--- src/rtl/seven_segment_scan_controller_defines.svh ---
`ifndef SEVEN_SEGMENT_SCAN_CONTROLLER_DEFINES_SVH
`define SEVEN_SEGMENT_SCAN_CONTROLLER_DEFINES_SVH

// same-cycle implication, off while reset is held
`define SSSC_ASSERT_IMP(lbl, clk, rstn, ante, cons) \
    lbl: assert property (@(posedge clk) disable iff (!(rstn)) (ante) |-> (cons)) \
        else $error("sssc check failed");

// next-cycle implication, off while reset is held
`define SSSC_ASSERT_NXT(lbl, clk, rstn, ante, cons) \
    lbl: assert property (@(posedge clk) disable iff (!(rstn)) (ante) |=> (cons)) \
        else $error("sssc check failed");

`endif

--- src/rtl/sssc_pkg.sv ---
`default_nettype none

package sssc_pkg;

    localparam int CFG_IDX_W  = 3;
    localparam int CFG_DATA_W = 32;
    localparam int NUM_SLOTS  = 4;
    localparam int SLOT_W     = 2;
    localparam int SLOT_PAD_W = 3;
    localparam int CHAR_W     = 8;
    localparam int SEG_W      = 8;

    localparam logic [SEG_W-1:0] SEG_BLANK = 8'hFF;

    typedef enum logic [CFG_IDX_W-1:0] {
        REG_DIGIT_CHARS    = 3'd0,
        REG_DIGIT_MODES    = 3'd1,
        REG_DECIMAL_POINTS = 3'd2,
        REG_COLON_ON       = 3'd3,
        REG_DEGREE_ON      = 3'd4
    } cfg_index_t;

    typedef enum logic [1:0] {
        MODE_OFF     = 2'd0,
        MODE_ON      = 2'd1,
        MODE_BLINK   = 2'd2,
        MODE_OFF_ALT = 2'd3
    } digit_mode_t;

    typedef struct packed {
        logic [31:0] digit_chars;
        logic [7:0]  digit_modes;
        logic [3:0]  decimal_points;
        logic        colon_on;
        logic        degree_on;
    } cfg_regs_t;

    // packed so that the pattern sits in the low bits of tdata
    typedef struct packed {
        logic       degree_drive;
        logic       colon_drive;
        logic [1:0] scan_position;
        logic [3:0] digit_enables;
        logic [7:0] segment_pattern;
    } result_t;

endpackage

`default_nettype wire

--- src/rtl/sssc_cfg_regs.sv ---
`default_nettype none

module sssc_cfg_regs (
    input  wire logic                             aclk,
    input  wire logic                             aresetn,
    input  wire logic                             cfg_valid,
    output logic                                  cfg_ready,
    input  wire logic [sssc_pkg::CFG_IDX_W-1:0]   cfg_index,
    input  wire logic [sssc_pkg::CFG_DATA_W-1:0]  cfg_data,
    output sssc_pkg::cfg_regs_t                   regs
);

    sssc_pkg::cfg_regs_t regs_reg;

    assign cfg_ready = 1'b1;
    assign regs      = regs_reg;

    always_ff @(posedge aclk) begin
        if (!aresetn) begin
            regs_reg.digit_chars    <= '0;
            regs_reg.digit_modes    <= 8'h55;
            regs_reg.decimal_points <= '0;
            regs_reg.colon_on       <= 1'b0;
            regs_reg.degree_on      <= 1'b0;
        end else if (cfg_valid && cfg_ready) begin
            unique case (sssc_pkg::cfg_index_t'(cfg_index))
                sssc_pkg::REG_DIGIT_CHARS:    regs_reg.digit_chars    <= cfg_data;
                sssc_pkg::REG_DIGIT_MODES:    regs_reg.digit_modes    <= cfg_data[7:0];
                sssc_pkg::REG_DECIMAL_POINTS: regs_reg.decimal_points <= cfg_data[3:0];
                sssc_pkg::REG_COLON_ON:       regs_reg.colon_on       <= cfg_data[0];
                sssc_pkg::REG_DEGREE_ON:      regs_reg.degree_on      <= cfg_data[0];
                default: ;
            endcase
        end
    end

endmodule

`default_nettype wire

--- src/rtl/sssc_char_decode.sv ---
`default_nettype none

module sssc_char_decode (
    input  wire logic [sssc_pkg::CHAR_W-1:0] char_code,
    output logic      [sssc_pkg::SEG_W-1:0]  seg_raw
);

    // active low, a..g in bits 7..1, point dark
    always_comb begin
        unique case (char_code)
            8'h00, 8'h4F: seg_raw = 8'h03;
            8'h01:        seg_raw = 8'h9F;
            8'h02:        seg_raw = 8'h25;
            8'h03:        seg_raw = 8'h0D;
            8'h04:        seg_raw = 8'h99;
            8'h05:        seg_raw = 8'h49;
            8'h06:        seg_raw = 8'h41;
            8'h07:        seg_raw = 8'h1F;
            8'h08:        seg_raw = 8'h01;
            8'h09:        seg_raw = 8'h09;
            8'h41, 8'h52: seg_raw = 8'h11;
            8'h61, 8'h6F: seg_raw = 8'hC5;
            8'h45:        seg_raw = 8'h61;
            8'h66, 8'h46: seg_raw = 8'h71;
            8'h6E:        seg_raw = 8'hD5;
            8'h4E:        seg_raw = 8'h13;
            8'h68:        seg_raw = 8'hD1;
            8'h6C:        seg_raw = 8'hE3;
            8'h72:        seg_raw = 8'hF5;
            8'h75:        seg_raw = 8'hC7;
            default:      seg_raw = sssc_pkg::SEG_BLANK;
        endcase
    end

endmodule

`default_nettype wire

--- src/rtl/sssc_scan.sv ---
`default_nettype none

module sssc_scan #(
    parameter int NUM_DIGITS  = 4,
    parameter int BLINK_TICKS = 64
) (
    input  wire logic               aclk,
    input  wire logic               aresetn,
    input  wire logic               step_en,
    input  wire logic               tick,
    input  wire sssc_pkg::cfg_regs_t cfg,
    output sssc_pkg::result_t       result_next
);

    localparam int DIGIT_W = (NUM_DIGITS > 1) ? $clog2(NUM_DIGITS) : 1;
    localparam int CNT_W   = $clog2(2 * BLINK_TICKS + 1);
    localparam logic [DIGIT_W-1:0] LAST_DIGIT = DIGIT_W'(NUM_DIGITS - 1);
    localparam logic [CNT_W-1:0]   CNT_LIT    = CNT_W'(BLINK_TICKS);
    localparam logic [CNT_W-1:0]   CNT_CYCLE  = CNT_W'(2 * BLINK_TICKS);

    logic [DIGIT_W-1:0]              digit_reg;
    logic [DIGIT_W-1:0]              digit_next;
    logic [CNT_W-1:0]                count_reg [sssc_pkg::NUM_SLOTS];
    logic [sssc_pkg::SEG_W-1:0]      held_pattern_reg;
    logic [3:0]                      held_enables_reg;
    logic [1:0]                      held_position_reg;

    logic [sssc_pkg::SLOT_PAD_W-1:0] digit_pad;
    logic                            in_range;
    logic [sssc_pkg::SLOT_W-1:0]     slot;
    logic [sssc_pkg::CHAR_W-1:0]     char_code;
    logic [sssc_pkg::SEG_W-1:0]      seg_raw;
    logic [sssc_pkg::SEG_W-1:0]      pattern;
    logic                            point;
    sssc_pkg::digit_mode_t           mode;
    logic [CNT_W-1:0]                cnt;
    logic [CNT_W-1:0]                cnt_next;
    logic                            cnt_we;
    logic                            lit;
    logic [3:0]                      enables;

    // digits past the fourth have no register bits and stay dark
    assign digit_pad = sssc_pkg::SLOT_PAD_W'(digit_reg);
    assign in_range  = ~digit_pad[2];
    assign slot      = digit_pad[1:0];

    assign char_code = in_range ? cfg.digit_chars[slot*8 +: 8] : '0;
    assign point     = in_range & cfg.decimal_points[slot];
    assign mode      = in_range ? sssc_pkg::digit_mode_t'(cfg.digit_modes[slot*2 +: 2])
                                : sssc_pkg::MODE_OFF;

    sssc_char_decode u_decode (
        .char_code (char_code),
        .seg_raw   (seg_raw)
    );

    assign pattern = {seg_raw[7:1], seg_raw[0] & ~point};
    assign cnt     = count_reg[slot];

    always_comb begin
        lit      = 1'b0;
        cnt_we   = 1'b0;
        cnt_next = cnt;
        unique case (mode)
            sssc_pkg::MODE_ON: begin
                lit = 1'b1;
            end
            sssc_pkg::MODE_BLINK: begin
                cnt_we = 1'b1;
                if (cnt < CNT_CYCLE) begin
                    lit      = (cnt < CNT_LIT);
                    cnt_next = cnt + 1'b1;
                end else begin
                    cnt_next = '0;
                end
            end
            sssc_pkg::MODE_OFF, sssc_pkg::MODE_OFF_ALT: ;
        endcase
    end

    assign enables    = (lit && in_range) ? (4'b0001 << slot) : 4'b0000;
    assign digit_next = (digit_reg == LAST_DIGIT) ? '0 : digit_reg + 1'b1;

    always_comb begin
        result_next.colon_drive  = cfg.colon_on;
        result_next.degree_drive = cfg.degree_on;
        if (tick) begin
            result_next.segment_pattern = pattern;
            result_next.digit_enables   = enables;
            result_next.scan_position   = slot;
        end else begin
            result_next.segment_pattern = held_pattern_reg;
            result_next.digit_enables   = held_enables_reg;
            result_next.scan_position   = held_position_reg;
        end
    end

    always_ff @(posedge aclk) begin
        if (!aresetn) begin
            digit_reg         <= '0;
            held_pattern_reg  <= sssc_pkg::SEG_BLANK;
            held_enables_reg  <= '0;
            held_position_reg <= '0;
            for (int i = 0; i < sssc_pkg::NUM_SLOTS; i++) begin
                count_reg[i] <= '0;
            end
        end else if (step_en && tick) begin
            digit_reg         <= digit_next;
            held_pattern_reg  <= pattern;
            held_enables_reg  <= enables;
            held_position_reg <= slot;
            if (cnt_we) begin
                count_reg[slot] <= cnt_next;
            end
        end
    end

endmodule

`default_nettype wire

--- src/rtl/seven_segment_scan_controller.sv ---
// channel  | direction | handshake            | payload
// ---------+-----------+----------------------+-------------------------------------------
// s_       | in        | s_tvalid / s_tready  | s_tdata[0] refresh_tick
// m_       | out       | m_tvalid / m_tready  | m_tdata pattern, enables, position, colon, degree
// cfg_     | in        | cfg_valid / cfg_ready| cfg_index, cfg_data (always ready)
//
// one item per cycle while the skid stage is empty; the result of a taken item is registered in out_reg
// scan, blink and held state update as each tick item is taken, so items follow back to back
// a stalled result is held in the output register, one more item parks in a skid stage
// aresetn is synchronous, active low; no clearing pass, block is ready right after reset
`default_nettype none

`include "seven_segment_scan_controller_defines.svh"

module seven_segment_scan_controller #(
    parameter int NUM_DIGITS  = 4,
    parameter int BLINK_TICKS = 64
) (
    input  wire logic                             aclk,
    input  wire logic                             aresetn,
    input  wire logic                             s_tvalid,
    output logic                                  s_tready,
    input  wire logic [7:0]                       s_tdata,  // [0] refresh_tick
    output logic                                  m_tvalid,
    input  wire logic                             m_tready,
    // [7:0] segment_pattern, [11:8] digit_enables, [13:12] scan_position,
    // [14] colon_drive, [15] degree_drive
    output logic [15:0]                           m_tdata,
    input  wire logic                             cfg_valid,
    output logic                                  cfg_ready,
    input  wire logic [sssc_pkg::CFG_IDX_W-1:0]   cfg_index,
    input  wire logic [sssc_pkg::CFG_DATA_W-1:0]  cfg_data
);

    sssc_pkg::cfg_regs_t cfg;
    sssc_pkg::result_t   result_next;
    sssc_pkg::result_t   out_reg;
    sssc_pkg::result_t   skid_reg;
    logic                m_tvalid_reg;
    logic                skid_valid_reg;
    logic                s_accept;
    logic                out_free;

    assign s_tready = ~skid_valid_reg;
    assign s_accept = s_tvalid & s_tready;
    assign out_free = ~m_tvalid_reg | m_tready;
    assign m_tvalid = m_tvalid_reg;
    assign m_tdata  = out_reg;

    sssc_cfg_regs u_cfg (
        .aclk      (aclk),
        .aresetn   (aresetn),
        .cfg_valid (cfg_valid),
        .cfg_ready (cfg_ready),
        .cfg_index (cfg_index),
        .cfg_data  (cfg_data),
        .regs      (cfg)
    );

    sssc_scan #(
        .NUM_DIGITS  (NUM_DIGITS),
        .BLINK_TICKS (BLINK_TICKS)
    ) u_scan (
        .aclk        (aclk),
        .aresetn     (aresetn),
        .step_en     (s_accept),
        .tick        (s_tdata[0]),
        .cfg         (cfg),
        .result_next (result_next)
    );

    always_ff @(posedge aclk) begin
        if (!aresetn) begin
            m_tvalid_reg   <= 1'b0;
            skid_valid_reg <= 1'b0;
        end else if (out_free) begin
            if (skid_valid_reg) begin
                m_tvalid_reg   <= 1'b1;
                skid_valid_reg <= 1'b0;
            end else begin
                m_tvalid_reg <= s_accept;
            end
        end else if (s_accept) begin
            skid_valid_reg <= 1'b1;
        end
    end

    always_ff @(posedge aclk) begin
        if (out_free) begin
            if (skid_valid_reg) begin
                out_reg <= skid_reg;
            end else if (s_accept) begin
                out_reg <= result_next;
            end
        end else if (s_accept) begin
            skid_reg <= result_next;
        end
    end

    `SSSC_ASSERT_IMP(a_skid_behind_out, aclk, aresetn, skid_valid_reg, m_tvalid_reg)
    `SSSC_ASSERT_NXT(a_stall_parks_item, aclk, aresetn, s_accept && !out_free, skid_valid_reg)
    `SSSC_ASSERT_IMP(a_enables_onehot, aclk, aresetn, m_tvalid_reg,
                     $onehot0(out_reg.digit_enables))
    `SSSC_ASSERT_IMP(a_enable_matches_pos, aclk, aresetn,
                     m_tvalid_reg && (out_reg.digit_enables != 4'b0000),
                     out_reg.digit_enables == (4'b0001 << out_reg.scan_position))

endmodule

`default_nettype wire

--- config.mk ---
export PLATFORM = sky130hd
export DESIGN_NAME = seven_segment_scan_controller
export DESIGN_NICKNAME = d
export VERILOG_FILES = /design/src/rtl/sssc_pkg.sv /design/src/rtl/sssc_cfg_regs.sv /design/src/rtl/sssc_char_decode.sv /design/src/rtl/sssc_scan.sv /design/src/rtl/seven_segment_scan_controller.sv
export VERILOG_INCLUDE_DIRS = /design/src /design/src/rtl
export SDC_FILE = /design/constraint.sdc
export NUM_CORES = 1
export LEC_CHECK = 0
export ABC_AREA = 1
export BUFFER_PORTS_ARGS = -buffer_cell sky130_fd_sc_hd__clkbuf_2
export CAP_MARGIN = 20
export CORE_ASPECT_RATIO = 0.5
export CORE_UTILIZATION = 60
export CTS_BUF_LIST = sky130_fd_sc_hd__clkbuf_2
export CTS_CLUSTER_SIZE = 30
export DETAILED_ROUTE_END_ITERATION = 12
export GPL_ROUTABILITY_DRIVEN = 0
export HOLD_SLACK_MARGIN = 0.1
export PLACE_DENSITY = 0.81
export SETUP_SLACK_MARGIN = 0.05
export SYNTH_ARGS = -nofsm -noshare
export SYNTH_HDL_FRONTEND = slang
export SYNTH_HIERARCHICAL = 1
export SYNTH_SLANG_ARGS = --single-unit
--- constraint.sdc ---
create_clock -name aclk -period 2.9 [get_ports aclk]
set_input_delay 0.58 -clock aclk [delete_from_list [all_inputs] [get_ports aclk]]
set_output_delay 0.58 -clock aclk [all_outputs]
set_load 0.03 [all_outputs]
==> metrics.cfg <==
[status]
outcome = finished, final reports clean

[clock_network]
h-tree-depth = 4
cts_tree = yes
ctsRootBufferMaster = clkbuf_2
cts_buffers = 17
clockBufferDepth = 2
clk_latency_ps = 700
clk_pin_slew_ps = 240
cts_num_sinks = 130

[power]
leakage_nw = 3.47
p_seq_share_pct = 51.5
switching_power_w = 0.00133
p_comb_share_pct = 18.5
p_sw_share_pct = 32.9
powerDensity_mw_per_mm2 = 541
intPower_w = 0.00270
ir_drop_mv = 0.276
clockPowerShare_pct = 30.0

[critical_path]
worst_setup_path_end_kind = register
slowest_delay_ps = 470
critPathArrivalTime_ps = 3150
timing.rr.start = u_scan/digit_reg[0]
r2r_slack_ps = 260
crit_path_top_delay_cell = dfxtp_2
start_kind = register
timing.rr.end = m_tdata[4]
path_cells = buf_6 -> o21ai_0 -> o22ai_1 -> nand2_2 -> nor2_1 -> nand2_1 -> nand3_1 -> nor2_1 -> nand3_2 -> nand2_1 -> nand2_1 -> nand2_1 -> nand2_1 -> nand2_1
crit_type = register to register
path_max_fanout = 27
cp.required_ps = 3410
path_common_cell = nand2_1
ff2ff_path_depth = 14

[timing]
fin_hold_ws_ps = 157
min_period_ps = 2640
rsz0062_at_grt = false
fin_setup_tns_ps = 0
clock.fmax_ghz = 0.379
fin_skew_ps = 39.4
final_max_slew_viol_count = 0
max_slew.worst_pin.slew_ps = 720
min_period_over_period_pct = 91.0
setup_violations = 0
max_slew_margin_pct = 51.9
hold_viol_final = 0

[yosys]
yosysMostFrequentCell = nand2_1
yosysTopAreaCellShare_pct = 28.6
synthSimpleGateAreaFrac_pct = 35.6
synth.distinct_cells = 42
synth_fa_ha_area_share_pct = 1.30
yosys_warnings = 6
syn_area_mm2 = 0.00673
netlist_instances = 887
synth_enable_flop_cells = 64
yosys.area_share.xor_xnor_pct = 0
synth.top_cells.by_count = nand2_1, nor2_1, nand3_1
avgSynthCellArea_um2 = 7.59
synth_fp_nets = 942
yosysTopAreaCell = edfxtp_1
synth_top_family_by_area = simple AND/OR/NAND/NOR gates
yosys-top-cells-area = edfxtp_1, dfxtp_1, nand2_1
synth_seq_cells = 130
synthArstFlopShare_pct = 0
synthFlopType = dfxtp_1
ys_seq_area_share_pct = 48.2
synth_compound_area_share_pct = 5.56
synthMuxAreaShare_pct = 0

[drt]
wl_per_cell_um = 13.3
drc = 0
first_pass_iters = 5
vias = 5863
drt-initial-drc-count = 576
postRouteAntennaNets = 0
viasPerCell = 5.30
wirelength_um = 14700

[grt]
met3_usage_pct = 4.46
overflow = 0
grt_use_total_pct = 27.0
grt_max_degree = 66
groute.layer.met1.usage_pct = 36.1
grt_pass1_wl_um = 24800
met2_usage_pct = 45.0
antenna_found_initial = 0
grt_pass1_vias = 5381
busiest_layer = met2

[layout]
fin_nets = 1008
largest_reg_flops = 46
diodes = 0
finish.utilization_pct = 70.6
area_growth_pct = 10.6
fill_cells = 824
drive_above_1_share_pct = 18.6
finalNonFillerCells = 1106
fin_area_mm2 = 0.00744

[placed_design]
io_buffers = 58
placed_cell_area_mm2 = 0.00707
place_inst = 1066
place.detailed.hpwl_um = 10100

[floorplan]
io_pins = 67
die-area_mm2 = 0.0117
die_h_um = 76.9
coreArea_mm2 = 0.0105
rows = 26
die_x_um = 152
start_util_pct = 63.9

[worst_hold_path]
hold-path-endpoint = u_cfg/regs[23]
min_path_type = primary input to register
holdPathStages = 5
hp-start = cfg_data[9]

[job]
maxCapViolations = 0

[layout by cell type, fill, tap and decap left out, drive strengths merged]
cell         instances
clkbuf              75
nand2              276
dlygate4sd3          6
ha                   7
nor4                 1
clkinvlp             6
dfxtp               66
a31oi                1
nor3                 4
o22ai                8
a21oi               14
a32oi                2
nand3               93
inv                 92
o21bai               1
conb                 2
bufinv               2
nor2               177
a21boi               1
o21ai               35
o31ai                2
nand3b               1
nand4                5
clkinv               3
edfxtp              64
buf                 21
a32o                 1
[worst max path at each step]
stage                                   start                     end  slack [ps]  cells past startpoint
final                     u_scan/digit_reg[0]              m_tdata[4]         260                     14
after detailed placement  u_scan/digit_reg[0]              m_tdata[1]         190                     16
after CTS                 u_scan/digit_reg[0]  u_scan/count_reg[0][1]         160                     10
after floorplan           u_scan/digit_reg[0]  u_scan/count_reg[3][0]         360                      7
after global placement    u_scan/digit_reg[0]              m_tdata[1]         260                     16
after global routing      u_scan/digit_reg[0]              m_tdata[6]          50                     16
[logic make-up (layout without fill, tap and decap cells)]
family                   after synthesis  in the layout
other                                  2              2
AO/OA/AOI/OAI                         65             65
flip-flops                           130            130
adder cells (fa/ha/maj)                7              7
AND/OR/NAND/NOR                      557            557
buffers and inverters                126            205
[layout make-up]
cell class	count	area [um^2]	area share, %
clock buffers	17	85.1	1.14
well taps	140	175	2.35
repair buffers	85	512	6.88
clock inverters	15	185	2.49
inverters	87	348	4.67
multi-input cells	631	2890	38.8
flip-flops and latches	130	3240	43.6
repair inverters	1	7.51	0.101
[power by group through the flow]
stage               clock network (W)  registers (W)  logic, W
floorplan                           0        0.00215  0.000495
global placement                    0        0.00211  0.000693
detailed placement                  0        0.00211  0.000712
CTS                           0.00122        0.00207  0.000720
global route                  0.00130        0.00208  0.000835
finish                        0.00121        0.00207  0.000744
[routing by layer]
metal,share of wire [%],routed length (um),up-vias
li1,-,-,2964
met1,46,6760,2665
met2,47,6850,217
met3,6.7,980,17
met4,0.92,136,0
met5,0,0,-
[repair_timing]
item / in CTS / in global routing
endpoints found under the setup margin: 0 / 42
hold buffers: 3 / 3
buffers inserted: 0 / 1
resized for setup: 0 / 8
hold endpoints to repair: 3 / 3
[critical path, delay by kind of cell, from the launching register on]
family,cells,cell delay (ps)
compound gates,2,480
buf+inv,1,250
simple gates,11,1250
flops,1,470
[through the flow]
stage	setup WS [ps]	total power [W]
2_1_floorplan	360	0.00265
3_3_place_gp	263	0.00280
3_5_place_dp	189	0.00282
4_1_cts	159	0.00401
5_1_grt	47.7	0.00422
6_report	261	0.00402
No activity file was read; power rests on OpenSTA's default activity.
